==> src/sv/polar_channel_transform_log2_top_assert.svh <==
// Assertion macros shared by the polar channel transform RTL.
`ifndef POLAR_CHANNEL_TRANSFORM_LOG2_TOP_ASSERT_SVH
`define POLAR_CHANNEL_TRANSFORM_LOG2_TOP_ASSERT_SVH

// The consequent must hold in the same cycle as the antecedent.
`define PCT_ASSERT_SAME(lbl, clk, rst_n, ante, cons) \
  lbl: assert property (@(posedge clk) disable iff (!rst_n) (ante) |-> (cons)) \
    else $error("pct assertion failed");

// The consequent must hold in the cycle after the antecedent.
`define PCT_ASSERT_NEXT(lbl, clk, rst_n, ante, cons) \
  lbl: assert property (@(posedge clk) disable iff (!rst_n) (ante) |=> (cons)) \
    else $error("pct assertion failed");

`endif

==> src/sv/pct_pkg.sv <==
// Package with constants, codes and table helpers of the polar channel transform.
`default_nettype none
package pct_pkg;

  localparam int SAMPLE_WIDTH     = 20;
  localparam int FRAC_BITS        = 10;
  localparam int CORR_TABLE_DEPTH = 256;
  localparam int STEP_BITS        = 4;
  localparam int Q_BITS           = 30;

  localparam int APB_DATA_W = 32;
  localparam int APB_ADDR_W = 3;

  // Register index as seen on paddr bit 2.
  localparam logic REG_TRANSFORM_MODE = 1'b0;

  // Transform mode codes.
  localparam logic MODE_MINUS = 1'b0;
  localparam logic MODE_PLUS  = 1'b1;

  // Integer square root, bit by bit, as used for the 2^-(1/2^k) roots.
  function automatic logic [63:0] isqrt64(input logic [63:0] v_in);
    logic [63:0] v;
    logic [63:0] res;
    logic [63:0] bitv;
    v    = v_in;
    res  = 64'd0;
    bitv = 64'd1 << 62;
    for (int n = 0; n < 32; n++) begin
      if (bitv > v) begin
        bitv = bitv >> 2;
      end
    end
    for (int n = 0; n < 32; n++) begin
      if (bitv != 64'd0) begin
        if (v >= res + bitv) begin
          v   = v - (res + bitv);
          res = (res >> 1) + bitv;
        end else begin
          res = res >> 1;
        end
        bitv = bitv >> 2;
      end
    end
    return res;
  endfunction

  // Correction entry log2(1 + 2^-(idx/16)) with frac fraction bits. Only
  // evaluated at elaboration to build the constant table.
  function automatic logic [31:0] corr_value(input int idx, input int frac);
    logic [63:0] roots [STEP_BITS];
    logic [63:0] r;
    logic [63:0] y;
    logic [63:0] v;
    logic [63:0] acc;
    int          ip;
    int          f;
    r = 64'd1 << (Q_BITS - 1);
    for (int k = 0; k < STEP_BITS; k++) begin
      r        = isqrt64(r << Q_BITS);
      roots[k] = r;
    end
    y  = 64'd1 << Q_BITS;
    ip = idx >> STEP_BITS;
    f  = idx & ((1 << STEP_BITS) - 1);
    for (int k = 0; k < STEP_BITS; k++) begin
      if (((f >> (STEP_BITS - 1 - k)) & 1) != 0) begin
        y = (y * roots[k]) >> Q_BITS;
      end
    end
    y   = (ip > Q_BITS) ? 64'd0 : (y >> ip);
    v   = (64'd1 << Q_BITS) + y;
    acc = 64'd0;
    if (v >= (64'd2 << Q_BITS)) begin
      acc = 64'd1;
      v   = v >> 1;
    end
    for (int b = 0; b < frac + 1; b++) begin
      v   = (v * v) >> Q_BITS;
      acc = acc << 1;
      if (v >= (64'd2 << Q_BITS)) begin
        acc = acc | 64'd1;
        v   = v >> 1;
      end
    end
    acc = (acc + 64'd1) >> 1;
    return acc[31:0];
  endfunction

endpackage
`default_nettype wire

==> src/sv/pct_corr_rom.sv <==
// Constant max-star correction table, built at elaboration and read combinationally.
`default_nettype none
module pct_corr_rom #(
  parameter int FRAC_BITS        = pct_pkg::FRAC_BITS,
  parameter int CORR_TABLE_DEPTH = pct_pkg::CORR_TABLE_DEPTH
) (
  input  wire logic [$clog2(CORR_TABLE_DEPTH)-1:0] idx_i,
  output logic      [FRAC_BITS:0]                  val_o
);

  logic [FRAC_BITS:0] tab [CORR_TABLE_DEPTH];

  for (genvar g = 0; g < CORR_TABLE_DEPTH; g++) begin : g_entry
    localparam logic [31:0] EntryVal = pct_pkg::corr_value(g, FRAC_BITS);
    assign tab[g] = EntryVal[FRAC_BITS:0];
  end

  // Indexes past a non power of two depth are masked by the caller.
  assign val_o = tab[idx_i];

endmodule
`default_nettype wire

==> src/sv/polar_channel_transform_log2_top.sv <==
// Top level of the base-2 log domain polar channel transform with APB mode register.
`default_nettype none
// The block combines two binary-input channel columns into the transformed
// log2 probabilities of a polar code stage. Each request carries the bit 0
// and bit 1 log2 probabilities of a first and a second channel. In minus mode
// (transform_mode = 0) it returns one result holding -1 plus the base-2
// max-star of the cross sums, with the correction taken from a constant table
// indexed by the difference in steps of 1/16. In plus mode (transform_mode = 1)
// it returns two results, first for first bit 0 then for first bit 1
// (upper_half set), each holding plain sums minus 1. last_of_item marks the
// final result of a request. All values are signed fixed point and saturate.
// The datapath is a four stage pipeline: input register, cross sums, compare
// and table index, correction add with saturation into the output register.
// In minus mode a request is accepted every cycle while the output does not
// stall; in plus mode the output port carries one result per cycle when not
// stalled and the output register holds the item for both of its results, so
// it takes a new item only after the second. When every stage is full,
// a stall at the output reaches the request side in the same cycle; empty
// stages still close up behind a held result, so nothing is lost or repeated.
// transform_mode may only be written while no request is in flight.
module polar_channel_transform_log2_top #(
  parameter int SAMPLE_WIDTH     = pct_pkg::SAMPLE_WIDTH,
  parameter int FRAC_BITS        = pct_pkg::FRAC_BITS,
  parameter int CORR_TABLE_DEPTH = pct_pkg::CORR_TABLE_DEPTH
) (
  input  wire logic                              clk_i,
  input  wire logic                              rst_ni,
  // APB configuration port.
  input  wire logic                              psel,
  input  wire logic                              penable,
  input  wire logic                              pwrite,
  input  wire logic [pct_pkg::APB_ADDR_W-1:0]    paddr,
  input  wire logic [pct_pkg::APB_DATA_W-1:0]    pwdata,
  output logic      [pct_pkg::APB_DATA_W-1:0]    prdata,
  output logic                                   pready,
  // Request channel.
  input  wire logic                              in_valid_i,
  output logic                                   in_stall_o,
  input  wire logic signed [SAMPLE_WIDTH-1:0]    first_chan_p0_i,
  input  wire logic signed [SAMPLE_WIDTH-1:0]    first_chan_p1_i,
  input  wire logic signed [SAMPLE_WIDTH-1:0]    second_chan_p0_i,
  input  wire logic signed [SAMPLE_WIDTH-1:0]    second_chan_p1_i,
  // Result channel.
  output logic                                   out_valid_o,
  input  wire logic                              out_stall_i,
  output logic signed [SAMPLE_WIDTH-1:0]         result_p0_o,
  output logic signed [SAMPLE_WIDTH-1:0]         result_p1_o,
  output logic                                   upper_half_o,
  output logic                                   last_of_item_o
);

`include "polar_channel_transform_log2_top_assert.svh"

  localparam int SW     = SAMPLE_WIDTH;
  localparam int SUM_W  = SW + 1;          // sum of two samples
  localparam int DIFF_W = SW + 2;          // difference of two sums
  localparam int ACC_W  = SW + 3;          // sum plus correction minus one
  localparam int IDX_W  = $clog2(CORR_TABLE_DEPTH);
  localparam int IDX_SHIFT = FRAC_BITS - pct_pkg::STEP_BITS;

  localparam logic signed [ACC_W-1:0] SatHi = {4'b0000, {(SW - 1){1'b1}}};
  localparam logic signed [ACC_W-1:0] SatLo = {4'b1111, {(SW - 1){1'b0}}};
  localparam logic signed [ACC_W-1:0] OneFx = ACC_W'(1) << FRAC_BITS;

  // ---------------------------------------------------------------------------
  // Configuration register.
  // ---------------------------------------------------------------------------
  logic mode_q;
  logic cfg_wr;

  assign cfg_wr = psel && penable && pwrite && pready
                  && (paddr[2] == pct_pkg::REG_TRANSFORM_MODE);

  always_ff @(posedge clk_i or negedge rst_ni) begin
    if (!rst_ni) begin
      mode_q <= pct_pkg::MODE_MINUS;
    end else if (cfg_wr) begin
      mode_q <= pwdata[0];
    end
  end

  assign pready = 1'b1;
  assign prdata = (paddr[2] == pct_pkg::REG_TRANSFORM_MODE)
                  ? {{(pct_pkg::APB_DATA_W - 1){1'b0}}, mode_q}
                  : '0;

  // ---------------------------------------------------------------------------
  // Pipeline flow control. Each stage moves when the one after it is free.
  // ---------------------------------------------------------------------------
  logic s1_valid_q, s2_valid_q, s3_valid_q, o_valid_q, beat_q;
  logic o_mode_q;
  logic o_last, o_free, s3_free, s2_free, s1_free;

  // A minus item has one result; a plus item is done after its second beat.
  assign o_last  = (o_mode_q == pct_pkg::MODE_MINUS) || beat_q;
  assign o_free  = !o_valid_q || (!out_stall_i && o_last);
  assign s3_free = !s3_valid_q || o_free;
  assign s2_free = !s2_valid_q || s3_free;
  assign s1_free = !s1_valid_q || s2_free;

  assign in_stall_o = !s1_free;

  always_ff @(posedge clk_i or negedge rst_ni) begin
    if (!rst_ni) begin
      s1_valid_q <= 1'b0;
      s2_valid_q <= 1'b0;
      s3_valid_q <= 1'b0;
      o_valid_q  <= 1'b0;
      beat_q     <= 1'b0;
    end else begin
      if (s1_free) begin
        s1_valid_q <= in_valid_i;
      end
      if (s2_free) begin
        s2_valid_q <= s1_valid_q;
      end
      if (s3_free) begin
        s3_valid_q <= s2_valid_q;
      end
      if (o_free) begin
        o_valid_q <= s3_valid_q;
      end
      // The first plus beat taken moves the output to the upper half.
      if (o_valid_q && !out_stall_i && !o_last) begin
        beat_q <= 1'b1;
      end else if (o_free) begin
        beat_q <= 1'b0;
      end
    end
  end

  // ---------------------------------------------------------------------------
  // Stage 1: input register. The mode is sampled with the request.
  // ---------------------------------------------------------------------------
  logic signed [SW-1:0] s1_a0_q, s1_a1_q, s1_b0_q, s1_b1_q;
  logic                 s1_mode_q;

  always_ff @(posedge clk_i) begin
    if (s1_free && in_valid_i) begin
      s1_a0_q   <= first_chan_p0_i;
      s1_a1_q   <= first_chan_p1_i;
      s1_b0_q   <= second_chan_p0_i;
      s1_b1_q   <= second_chan_p1_i;
      s1_mode_q <= mode_q;
    end
  end

  // ---------------------------------------------------------------------------
  // Stage 2: the four cross sums at full width.
  // ---------------------------------------------------------------------------
  logic signed [SUM_W-1:0] s2_s00_q, s2_s11_q, s2_s10_q, s2_s01_q;
  logic                    s2_mode_q;

  always_ff @(posedge clk_i) begin
    if (s2_free && s1_valid_q) begin
      s2_s00_q  <= SUM_W'(s1_a0_q) + SUM_W'(s1_b0_q);
      s2_s11_q  <= SUM_W'(s1_a1_q) + SUM_W'(s1_b1_q);
      s2_s10_q  <= SUM_W'(s1_a1_q) + SUM_W'(s1_b0_q);
      s2_s01_q  <= SUM_W'(s1_a0_q) + SUM_W'(s1_b1_q);
      s2_mode_q <= s1_mode_q;
    end
  end

  // ---------------------------------------------------------------------------
  // Stage 3: maximum and table index of each max-star pair. Plus mode passes
  // the sums straight through.
  // ---------------------------------------------------------------------------
  logic                     gt0, gt1;
  logic signed [DIFF_W-1:0] dif0, dif1;
  logic        [DIFF_W-1:0] mag0, mag1, idxf0, idxf1;
  logic signed [SUM_W-1:0]  mx0, mx1;

  assign gt0   = s2_s00_q > s2_s11_q;
  assign gt1   = s2_s10_q > s2_s01_q;
  assign mx0   = gt0 ? s2_s00_q : s2_s11_q;
  assign mx1   = gt1 ? s2_s10_q : s2_s01_q;
  assign dif0  = DIFF_W'(s2_s00_q) - DIFF_W'(s2_s11_q);
  assign dif1  = DIFF_W'(s2_s10_q) - DIFF_W'(s2_s01_q);
  assign mag0  = gt0 ? dif0 : -dif0;
  assign mag1  = gt1 ? dif1 : -dif1;
  assign idxf0 = mag0 >> IDX_SHIFT;
  assign idxf1 = mag1 >> IDX_SHIFT;

  logic signed [SUM_W-1:0] s3_x0_q, s3_x1_q, s3_x2_q, s3_x3_q;
  logic                    s3_hit0_q, s3_hit1_q, s3_mode_q;
  logic [IDX_W-1:0]        s3_idx0_q, s3_idx1_q;

  always_ff @(posedge clk_i) begin
    if (s3_free && s2_valid_q) begin
      s3_mode_q <= s2_mode_q;
      s3_x2_q   <= s2_s10_q;
      s3_x3_q   <= s2_s01_q;
      if (s2_mode_q == pct_pkg::MODE_PLUS) begin
        s3_x0_q <= s2_s00_q;
        s3_x1_q <= s2_s11_q;
      end else begin
        s3_x0_q <= mx0;
        s3_x1_q <= mx1;
      end
      // Past the end of the table the correction is zero.
      s3_hit0_q <= (s2_mode_q == pct_pkg::MODE_MINUS)
                   && (idxf0 < DIFF_W'(CORR_TABLE_DEPTH));
      s3_hit1_q <= (s2_mode_q == pct_pkg::MODE_MINUS)
                   && (idxf1 < DIFF_W'(CORR_TABLE_DEPTH));
      s3_idx0_q <= idxf0[IDX_W-1:0];
      s3_idx1_q <= idxf1[IDX_W-1:0];
    end
  end

  // ---------------------------------------------------------------------------
  // Stage 4: correction, minus one and saturation into the output register.
  // ---------------------------------------------------------------------------
  logic [FRAC_BITS:0] corr0, corr1;

  pct_corr_rom #(
    .FRAC_BITS        (FRAC_BITS),
    .CORR_TABLE_DEPTH (CORR_TABLE_DEPTH)
  ) u_rom0 (
    .idx_i (s3_idx0_q),
    .val_o (corr0)
  );

  pct_corr_rom #(
    .FRAC_BITS        (FRAC_BITS),
    .CORR_TABLE_DEPTH (CORR_TABLE_DEPTH)
  ) u_rom1 (
    .idx_i (s3_idx1_q),
    .val_o (corr1)
  );

  function automatic logic signed [SW-1:0] sat_fn(input logic signed [ACC_W-1:0] v);
    logic signed [ACC_W-1:0] c;
    c = v;
    if (v > SatHi) begin
      c = SatHi;
    end else if (v < SatLo) begin
      c = SatLo;
    end
    return c[SW-1:0];
  endfunction

  logic signed [ACC_W-1:0] y0, y1, y2, y3;

  assign y0 = ACC_W'(s3_x0_q) + (s3_hit0_q ? ACC_W'(corr0) : ACC_W'(0)) - OneFx;
  assign y1 = ACC_W'(s3_x1_q) + (s3_hit1_q ? ACC_W'(corr1) : ACC_W'(0)) - OneFx;
  assign y2 = ACC_W'(s3_x2_q) - OneFx;
  assign y3 = ACC_W'(s3_x3_q) - OneFx;

  logic signed [SW-1:0] o_r0_q, o_r1_q, o_r2_q, o_r3_q;

  always_ff @(posedge clk_i) begin
    if (o_free && s3_valid_q) begin
      o_r0_q   <= sat_fn(y0);
      o_r1_q   <= sat_fn(y1);
      o_r2_q   <= sat_fn(y2);
      o_r3_q   <= sat_fn(y3);
      o_mode_q <= s3_mode_q;
    end
  end

  assign out_valid_o    = o_valid_q;
  assign result_p0_o    = beat_q ? o_r2_q : o_r0_q;
  assign result_p1_o    = beat_q ? o_r3_q : o_r1_q;
  assign upper_half_o   = beat_q;
  assign last_of_item_o = o_last;

  // ---------------------------------------------------------------------------
  // Assertions.
  // ---------------------------------------------------------------------------
  `PCT_ASSERT_SAME(a_beat_only_when_full, clk_i, rst_ni, beat_q, o_valid_q)
  `PCT_ASSERT_SAME(a_upper_only_plus, clk_i, rst_ni, o_valid_q && beat_q,
                   o_mode_q == pct_pkg::MODE_PLUS)
  `PCT_ASSERT_NEXT(a_plus_second_beat, clk_i, rst_ni,
                   o_valid_q && !out_stall_i && !o_last,
                   o_valid_q && beat_q)
  `PCT_ASSERT_SAME(a_empty_front_no_stall, clk_i, rst_ni, !s1_valid_q, !in_stall_o)

endmodule
`default_nettype wire
==> config.mk <==
export PLATFORM = sky130hd
export DESIGN_NAME = polar_channel_transform_log2_top
export DESIGN_NICKNAME = d
export VERILOG_FILES = /design/src/sv/pct_pkg.sv /design/src/sv/pct_corr_rom.sv /design/src/sv/polar_channel_transform_log2_top.sv
export VERILOG_INCLUDE_DIRS = /design/src /design/src/sv
export SDC_FILE = /design/constraint.sdc
export NUM_CORES = 1
export LEC_CHECK = 0
export BUFFER_PORTS_ARGS = -buffer_cell sky130_fd_sc_hd__buf_4
export CAP_MARGIN = 20
export CORE_MARGIN = 2
export CORE_UTILIZATION = 56
export DETAILED_ROUTE_END_ITERATION = 10
export GPL_TIMING_DRIVEN = 0
export PLACE_DENSITY = 0.87
export SYNTH_ARGS = -nofsm -noshare
export SYNTH_HDL_FRONTEND = slang
export SYNTH_SLANG_ARGS = --single-unit
export TNS_END_PERCENT = 10
==> constraint.sdc <==
create_clock -name clk_i -period 6.6 [get_ports clk_i]
set_clock_uncertainty 0.2 [all_clocks]
set_input_delay 1.32 -clock clk_i [delete_from_list [all_inputs] [get_ports clk_i]]
set_output_delay 1.32 -clock clk_i [all_outputs]
set_load 0.02 [all_outputs]
=== Word-level counts from Yosys, hierarchy flattened ===
Memory sizes are Yosys's and may differ from the RTL's.
Index checks and enable logic that the tools add are counted.

* Output and inout bits: 77
* Input bits: 122
* Memories kept: 2
* Word-level logic and storage cells: 111
* Bits in registers: 356
* Bits in read-only memories: 5632

{| class="wikitable"
|+ Memories
! memory !! words !! width !! rd ports !! clocked after memory_dff !! wr ports !! RTL line !! source
|-
| (no name shown) || 256 || 11 || 1 || 0 || 0 || pct_corr_rom.sv:19 || <nowiki>assign val_o = tab[idx_i];</nowiki>
|-
| (no name shown) || 256 || 11 || 1 || 0 || 0 || pct_corr_rom.sv:19 ||
|}

* Add/sub/neg operators: 14
* Bitwise gates (word level): 5
* Mux-type cells: 21
* $lt $le $gt $ge: 14
* Reduce and logical (&&, ||, !) cells: 25

{| class="wikitable"
|+ Operators by type and width
! operator !! number
|-
| $mux W20 || 6
|-
| $add A20 B20 Y21 || 4
|-
| $mux W21 || 4
|-
| $mux W11 || 6
|-
| $gt A23 B20 Y1 const B || 2
|-
| $lt A23 B20 Y1 const B || 2
|-
| $sub A22 B12 Y23 const B || 2
|-
| $add A21 B12 Y22 || 2
|-
| $gt A22 B20 Y1 const B || 2
|-
| $lt A22 B20 Y1 const B || 2
|-
| $mux W22 || 2
|-
| $neg A22 Y22 || 2
|-
| $sub A21 B12 Y22 const B || 2
|-
| $sub A21 B21 Y22 || 2
|-
| $gt A21 B21 Y1 || 2
|-
| $lt A16 B9 Y1 const B || 2
|-
| $ge A9 B9 Y1 const B || 2
|-
| $not A8 Y9 || 2
|-
| $logic_and A1 B1 Y1 || 12
|-
| $logic_not A1 Y1 || 7
|-
| $logic_or A1 B1 Y1 || 5
|-
| $mux W1 || 3
|-
| $not A1 Y1 || 3
|-
| $reduce_bool A2 Y1 || 1
|}

=== Longest topological paths before layout ===
Gate-level depths: netlist (run 1).

* Depth in word-level cells: 9
* Mapped depth: 28
* Depth with buffers taken out: 24

=== Hierarchy ===
A second synthesis (run 1) with hierarchy kept.

* Cell total of the unflattened synthesis: 2414
* Area total of the unflattened synthesis: 24948.9 µm²

{| class="wikitable"
|+ Modules (own cells, without submodules)
! module !! cells each !! area each (µm²) !! seq. area each (µm²) !! times used
|-
| polar_channel_transform_log2_top || 1934 || 21688.3 || 10660.2 || 1
|-
| pct_corr_rom at u_rom0 || 244 || 1667.8 || 0.0 || 1
|-
| pct_corr_rom at u_rom1 || 236 || 1592.8 || 0.0 || 1
|}

=== Worst setup path before layout (run 1) ===
OpenSTA, ideal clock, no wires.

* Path type: in2reg
* Start point: in out_stall_i
* End point: reg s2_mode_q, enable pin
* Stages on the path: 2
* Setup time: 0.579 ns
* Path buffers: 0
* Required time: 5.821 ns
* Arrival: 5.805 ns
* Path slack: 0.015 ns
* Cells stage by stage: o21a_1 a31oi_1

* Word-level cells in the longest chain between the ends: 6

{| class="wikitable"
|+ RTL lines
! item !! RTL line !! source
|-
| start: declaration || polar_channel_transform_log2_top.sv:45 || <nowiki>input wire logic out_stall_i,</nowiki>
|-
| $logic_not A1 Y1 || polar_channel_transform_log2_top.sv:96 || <nowiki>assign o_free = !o_valid_q || (!out_stall_i && o_last);</nowiki>
|-
| $logic_and A1 B1 Y1 || polar_channel_transform_log2_top.sv:96 ||
|-
| $logic_or A1 B1 Y1 || polar_channel_transform_log2_top.sv:96 ||
|-
| $logic_or A1 B1 Y1 || polar_channel_transform_log2_top.sv:97 || <nowiki>assign s3_free = !s3_valid_q || o_free;</nowiki>
|-
| $logic_or A1 B1 Y1 || polar_channel_transform_log2_top.sv:98 || <nowiki>assign s2_free = !s2_valid_q || s3_free;</nowiki>
|-
| $logic_and A1 B1 Y1 || polar_channel_transform_log2_top.sv:155 || <nowiki>if (s2_free && s1_valid_q) begin</nowiki>
|-
| end signal: assignment || polar_channel_transform_log2_top.sv:160 || <nowiki>s2_mode_q <= s1_mode_q;</nowiki>
|-
| end: declaration || polar_channel_transform_log2_top.sv:152 || <nowiki>logic s2_mode_q;</nowiki>
|}

No other way between the ends.
A chain may end at the register's enable or synchronous reset.

=== Final worst setup path (run 1) ===
* Start point: reg s3_idx1_q[2]
* End point: reg o_r1_q[6], data pin

* Word-level cells in the longest chain between the ends: 9
* Elaborated cells on any way between the ends: 10
* Those cells by class: add/sub (2); order compare (2); mux (4); bitwise (1); memory (1)

{| class="wikitable"
|+ RTL lines
! item !! RTL line !! source
|-
| start: declaration || polar_channel_transform_log2_top.sv:186 || <nowiki>logic [IDX_W-1:0] s3_idx0_q, s3_idx1_q;</nowiki>
|-
| start signal: assignment || polar_channel_transform_log2_top.sv:206 || <nowiki>s3_idx1_q <= idxf1[IDX_W-1:0];</nowiki>
|-
| $not A8 Y9 (not written as such) * || pct_corr_rom.sv:19 ||
|-
| $mem_v2 Z256 W11 * || n/a ||
|-
| $mux W11 (not written as such) * (2 in a row) || pct_corr_rom.sv:19 ||
|-
| $mux W11 * || polar_channel_transform_log2_top.sv:245 || <nowiki>assign y1 = ACC_W'(s3_x1_q) + (s3_hit1_q ? ACC_W'(corr1) : ACC_W'(0)) - OneFx;</nowiki>
|-
| $add A21 B12 Y22 * || polar_channel_transform_log2_top.sv:245 ||
|-
| $sub A22 B12 Y23 * || polar_channel_transform_log2_top.sv:245 ||
|-
| $lt A23 B20 Y1 || polar_channel_transform_log2_top.sv:236 || <nowiki>end else if (v < SatLo) begin</nowiki>
|-
| $mux W20 || polar_channel_transform_log2_top.sv:236 ||
|-
| end signal: assignment || polar_channel_transform_log2_top.sv:254 || <nowiki>o_r1_q <= sat_fn(y1);</nowiki>
|-
| end: declaration || polar_channel_transform_log2_top.sv:249 || <nowiki>logic signed [SW-1:0] o_r0_q, o_r1_q, o_r2_q, o_r3_q;</nowiki>
|}

Mark *: on every way between the ends. The rest lies on a longest branch, timed or not. The select of a mux whose other input is x is not followed.

==> results.toml, run 1 <==
[floorplanning]
core_sq_mm = 0.0442
fp.dieH_um = 216
fp.dieW_um = 216
dieArea_sq_mm = 0.0464
ios = 199
start_util_pct = 56.7
std_cell_rows = 77

[synth]
syn_area_sq_mm = 0.0251
synth_compound_area_share_pct = 18.1
ys_seq_elements = 356
synth_xor_area_share_pct = 5.20
yosys.area_share.simple_pct = 12.7
synth_mux_area_share_pct = 4.78
synth_edf_count = 350
ys_seq_area_share_pct = 42.5
ys_types = 98
async_reset_ff_share_pct = 1.69
synthCells = 2498
yosys_warnings = 0
synthAdderAreaFrac_pct = 11.8
synth_top_flop_cell = "edfxtp_1"
syn_avg_cell_area_sq_um = 10.0
synth_top_family_by_area = "compound AO/OA/AOI/OAI gates"

[critical_path]
slowest_stage = "edfxtp_1"
cpLargestDelayFamily = "compound AO/OA/AOI/OAI gates"
worstPathArrival_ns = 6.49
crit_required_ns = 6.68
path_class = "flop to flop"
critPathMaxFanout = 10
worstSetupStartpoint = "s3_idx1_q[2]"
slowest_delay_ns = 0.50
critical_path_buf_inv_count = 4
r2r_start = "s3_idx1_q[2]"
cp-end-kind = "flop"
worst_setup_path_start_kind = "flop"
crit_chain = "clkbuf_4 > clkbuf_2 > clkbuf_2 > a221oi_1 > a311oi_1 > a2111oi_0 > nor2_1 > ha_1 > ha_1 > fa_2 > a211o_1 > a2111oi_4 > o32ai_2 > o41a_1 > a221o_1 > o22ai_2 > xnor2_2 > maj3_1 > nor2_4 > buf_4 > o21ai_0"

[cells_and_area]
final_common_cell = "edfxtp_1"
antenna_cells = 0
final_cell_area_sq_mm = 0.0288
final_cells = 3354
mostFrequentLayoutCells = "edfxtp_1, ha_1, nand2_1, buf_4, o21ai_0"
area_delta_synth_final_pct = 14.8
fin_util_pct = 65.1
nNetsFinal = 3084
drive_gt1_share_pct = 15.6

[clock_tree]
hold_buffers = 0
htreeDepth = 2
cts_root_buf = "clkbuf_16"
cts_buffers = 39
cts_tree = "done"
clkTransAtPathRegs_ns = 0.06
cts_buffer_depth = 3
cts.sinks = 356
insertion_delay_ns = 0.58

[timing]
setup_viol = 0
slew_headroom_pct = 33.4
final_max_slew_viol_count = 0
worstMarginPinSlew_ns = 0.987
fin_crit_sh_pct = 97.1
finalHoldViolCount = 0
maxClockFrequency_ghz = 0.156
post-route-min-period_ns = 6.41
finalHoldWorstSlack_ns = 0.223

[pwr]
power_uw = 15300
max-vdd-ir-drop_v = 0.000294
powerDensity_mw_per_mm2 = 530
power_leakage_uw = 0.0120

[routing]
viasPerCell = 6.18
dr.pass1.iters = 6
num_vias = 20700
wl_per_cell_um = 20.8
drt_wl_total_um = 69600
drc = 0
dr.first_iter.drc_count = 2294
postRouteAntennaNets = 0

[place]
place_area_sq_mm = 0.0271
gp_congestion = 0.980
dp.cells = 3260
portBuffers = 133
dpl.hpwl_um = 53300

[global_routing]
gr-max-usage-layer = "met2"
grt_use_met3_pct = 4.50
grt.total_usage_pct = 29.5
grt_pass1_wl_um = 108000
use_met1_pct = 41.2
antenna_found_initial = 0
grt_max_degree = 76
grt_pass1_vias = 19800
use_met2_pct = 47.0
gr-total-overflow = 0

[hold_path]
holdCritStartpoint = "s3_mode_q"
min_path_type = "flop to flop"

[status]
status = "finished clean"

[run]
maxCapViolations = 0
[cell type report]
type                            instances  area (sq um)
Inverter                              152           586
Sequential cell                       356         10700
Fill cell                            3384         15400
Multi-Input combinational cell       1888         13400
Tap cell                              592           741
Clock inverter                         27           226
Clock buffer                           44          1040
Buffer                                126           714
Timing Repair Buffer                  169          1370
[repair_timing]
action,CTS,global route
pin swaps,2,10
gates resized for setup,35,63
setup buffers,8,21
setup endpoints to repair,38,38
[cell usage after synthesis (all sizes together) (28+ instances only)]
cell    count  area (sq um)
buf        52           357
nor2      181           682
mux2       61           687
nor3       64           320
inv       151           567
edfxtp    350         10500
ha        222          2780
nand2     208           781
a211oi     42           320
nor2b      28           175
a21o       74           556
nand3      40           205
mux2i      42           420
xnor2     103           910
xor2       45           394
a21oi     181           906
nand2b     28           175
clkbuf     80           303
o21ai     196           992
[per-layer routing]
metal | up-vias | wire length [um]
li1 | 9660 | -
met1 | 9830 | 29600
met2 | 1076 | 31400
met3 | 155 | 6120
met4 | 0 | 2530
met5 | - | 0
[sequential cells by signal (all words and copies together) (netlist names), 8 cells and up]
register,count
s3_idx0_q,8
s3_x0_q,21
o_r1_q,20
o_r0_q,20
s3_x2_q,21
o_r3_q,20
s1_b1_q,20
s2_s10_q,21
s2_s11_q,21
s1_a1_q,20
s3_idx1_q,8
s3_x1_q,21
s2_s00_q,21
s3_x3_q,21
s1_a0_q,20
o_r2_q,20
s1_b0_q,20
s2_s01_q,21
[cells by family after synthesis]
family | after synthesis
XOR/XNOR | 148
other | 2
adder cells (fa/ha/maj) | 231
AO/OA/AOI/OAI | 706
buffers and inverters | 284
AND/OR/NAND/NOR | 664
flip-flops | 356
multiplexers | 107
[worst paths after layout]
path	end	slack, ns	depth (start not counted)
setup / recovery	o_r1_q[6]	0.19	21
hold / removal	o_mode_q	0.22	0
setup reg to reg	o_r1_q[6]	0.19	21
hold reg to reg	o_mode_q	0.22	0
max in group asynchronous	mode_q	5.72	1
min in group asynchronous	s1_valid_q	0.36	1
[per-stage QoR]
step / TNS, ns / worst slack (ns)
finish: 0 / 0.194
global route: -0.175 / -0.0249
CTS: -0.00724 / -0.00724
detailed placement: -32.94 / -1.05
global placement: -243.18 / -1.61
floorplan: 0 / 0.0155
[power breakdown]
part / total [uW] / switching, uW / internal [uW] / leakage, uW
clock: 2160 / 935 / 1220 / 0.000617
sequential: 4170 / 556 / 3610 / 0.00341
combinational: 8930 / 5390 / 3540 / 0.00793
total: 15300 / 6890 / 8370 / 0.0120
Power figures use the tool's default switching activity.
==> inputs of run 2 (changes only) <==
--- a/config.mk
+++ b/config.mk
@@ -6,6 +6,7 @@
 export SDC_FILE = /design/constraint.sdc
 export NUM_CORES = 1
 export LEC_CHECK = 0
+export ABC_AREA = 1
 export BUFFER_PORTS_ARGS = -buffer_cell sky130_fd_sc_hd__buf_4
 export CAP_MARGIN = 20
 export CORE_MARGIN = 2
==> run 2 against run 1 <==
  * Sequential share of layout area down 0.84 points
  * Cell area up 2.3%
  * Total power down 3.1%
  * Global-route usage up 0.95 points
  * Area after synthesis up 4.6%
  * Non-clock buffer count down 63
  * Utilization down 1.6 points
  * Critical path depth down 5
  * Sequential power down 3%
  * Via count up 11%
  * Largest power group unchanged
==> results.toml, run 2 <==
[place]
portBuffers = 133
dp.cells = 3980
gp_congestion = 1.00
dpl.hpwl_um = 59500
place_area_sq_mm = 0.0282
post-place-ws_ns = 1.15

[routing]
wl_per_cell_um = 18.2
viasPerCell = 5.67
postRouteAntennaNets = 0
dr.first_iter.drc_count = 2242
drt_wl_total_um = 73700
num_vias = 23000
dr.pass1.iters = 6
drc = 0

[floorplanning]
std_cell_rows = 79
ios = 199
fp.dieW_um = 220
dieArea_sq_mm = 0.0485
fp.dieH_um = 220
start_util_pct = 56.5
core_sq_mm = 0.0464

[cells_and_area]
mostFrequentLayoutCells = "nand2_1, inv_1, edfxtp_1, nor2_1, ha_1"
area_delta_synth_final_pct = 12.4
fin_util_pct = 63.5
nNetsFinal = 3765
final_cells = 4049
antenna_cells = 0
final_common_cell = "nand2_1"
final_cell_area_sq_mm = 0.0294
drive_gt1_share_pct = 9.76

[timing]
finalHoldViolCount = 0
maxClockFrequency_ghz = 0.175
fin_crit_sh_pct = 86.7
rsz0062_at_grt = "no"
worstMarginPinSlew_ns = 0.858
setup_viol = 0
slew_headroom_pct = 41.3
final_max_slew_viol_count = 0
post-route-min-period_ns = 5.72
fin_ws_ns = 0.879

[clock_tree]
post-cts-setup-buffers = 0
cts_buffer_depth = 3
htreeDepth = 2
cts_resized = 0
cts.sinks = 356
hold_buffers = 0
insertion_delay_ns = 0.56
cts_buffers = 38
cts_tree = "done"
cts_root_buf = "clkbuf_16"
clkTransAtPathRegs_ns = 0.06

[global_routing]
grt_pass1_vias = 20900
grt_max_degree = 83
grt.total_usage_pct = 30.5
gr-total-overflow = 0
antenna_found_initial = 0
grt_pass1_wl_um = 114000

[synth]
syn_area_sq_mm = 0.0262
yosysTopAreaCell = "edfxtp_1"
synth_edf_count = 350
synthCells = 3204
synth_top_area_share_pct = 40.1
yosys_warnings = 0
ys_seq_area_share_pct = 40.7
ys_seq_elements = 356
synth_common_cells = "nand2_1, inv_1, edfxtp_1"
syn_avg_cell_area_sq_um = 8.18
async_reset_ff_share_pct = 1.69
synth_top_flop_cell = "edfxtp_1"
ys_types = 67
synthTopCellsByArea = "edfxtp_1, nand2_1, ha_1"
yosys.cell_count.top_type = "nand2_1"

[critical_path]
worstSetupStartpoint = "s3_idx0_q[1]"
r2r_cells = 16
regToRegEndpoint = "o_r0_q[17]"
r2r_start = "s3_idx0_q[1]"
worstPathArrival_ns = 5.80
cp-end-kind = "flop"
worst_setup_path_start_kind = "flop"
critPathMaxFanout = 11
endpoint = "o_r0_q[17]"
path_class = "flop to flop"
crit_required_ns = 6.68
reg2reg_slack_ns = 0.88

[status]
status = "finished clean"

[hold_path]
min_path_type = "flop to flop"

[pwr]
power_leakage_uw = 0.0135
powerDensity_mw_per_mm2 = 502
max-vdd-ir-drop_v = 0.000260

[run]
maxCapViolations = 0
[run 2: changes by cell type after synthesis, moves of 29 or more]
cell / change
nand2_1: +606
inv_1: +263
nand3_1: +111
nor2_1: +73
a21o_1: -67
mux2_2: -61
xnor2_1: -55
xor2_1: +52
mux2i_1: -42
clkbuf_1: -35
nand2_2: +31
a211oi_1: -29
[run 2: final cells by class]
| cell class | instances | area [sq um] |
|---|---|---|
| inverters | 420 | 1580 |
| clock inverters | 18 | 124 |
| repair buffers | 139 | 1140 |
| well taps | 607 | 759 |
| fillers | 3876 | 16900 |
| flip-flops and latches | 356 | 10700 |
| multi-input cells | 2365 | 13600 |
| plain buffers | 93 | 526 |
| clock buffers | 51 | 1080 |
[run 2: per-stage QoR]
step           TNS [ns]  hold WS (ns)  power, uW
5_1_grt               0         0.230      15800
3_3_place_gp    -128.74         0.205      12500
6_report              0         0.221      14800
4_1_cts               0         0.222      14600
2_1_floorplan         0         0.200      10000
3_5_place_dp          0         0.209      12500
[run 2: worst min path at each step]
stage               startpoint         to  slack (ns)  cells after the start
floorplan            s3_mode_q   o_mode_q        0.20                      0
global placement     s1_mode_q  s2_mode_q        0.21                      0
detailed placement   s1_mode_q  s2_mode_q        0.21                      0
CTS                  s1_mode_q  s2_mode_q        0.22                      0
global route         s1_mode_q  s2_mode_q        0.23                      0
finish               s1_mode_q  s2_mode_q        0.22                      0
[run 2: where the power goes]
group	switching [uW]	internal, uW	total (uW)
registers	489	3550	4040
logic	5850	2830	8680
clock network	864	1190	2060
[run 2: cells by family after synthesis]
| kind of cell | Yosys count | share of synthesized area, % |
|---|---|---|
| DFF | 356 | 40.7 |
| and+or+nand+nor | 1373 | 22.0 |
| adders and majority gates | 230 | 11.2 |
| xor gates and xnor gates | 145 | 4.88 |
| AOI/OAI and AO/OA | 585 | 13.1 |
| other | 2 | 0.0287 |
| buffers and inverters | 513 | 8.02 |
[run 2: worst max-delay path, cell delays in order (launching register included)]
cell,delay [ns]
edfxtp_1,0.65
inv_1,0.31
ha_1,0.43
nor2_1,0.24
nor3_1,0.10
a2111oi_0,0.75
nor3b_1,0.11
a211oi_1,0.26
ha_1,0.31
ha_1,0.37
nand2_1,0.11
o21a_1,0.24
o311ai_0,0.61
inv_1,0.12
a21oi_2,0.30
buf_4,0.21
o21ai_0,0.12
[run 2: layer usage]
metal  up-vias  routed length, um  track usage, %
li1      11200                  -               -
met1     10400              31500            42.6
met2      1212              32500            48.3
met3       188               6410            4.07
met4         0               3230            11.8
met5         -                  0               0
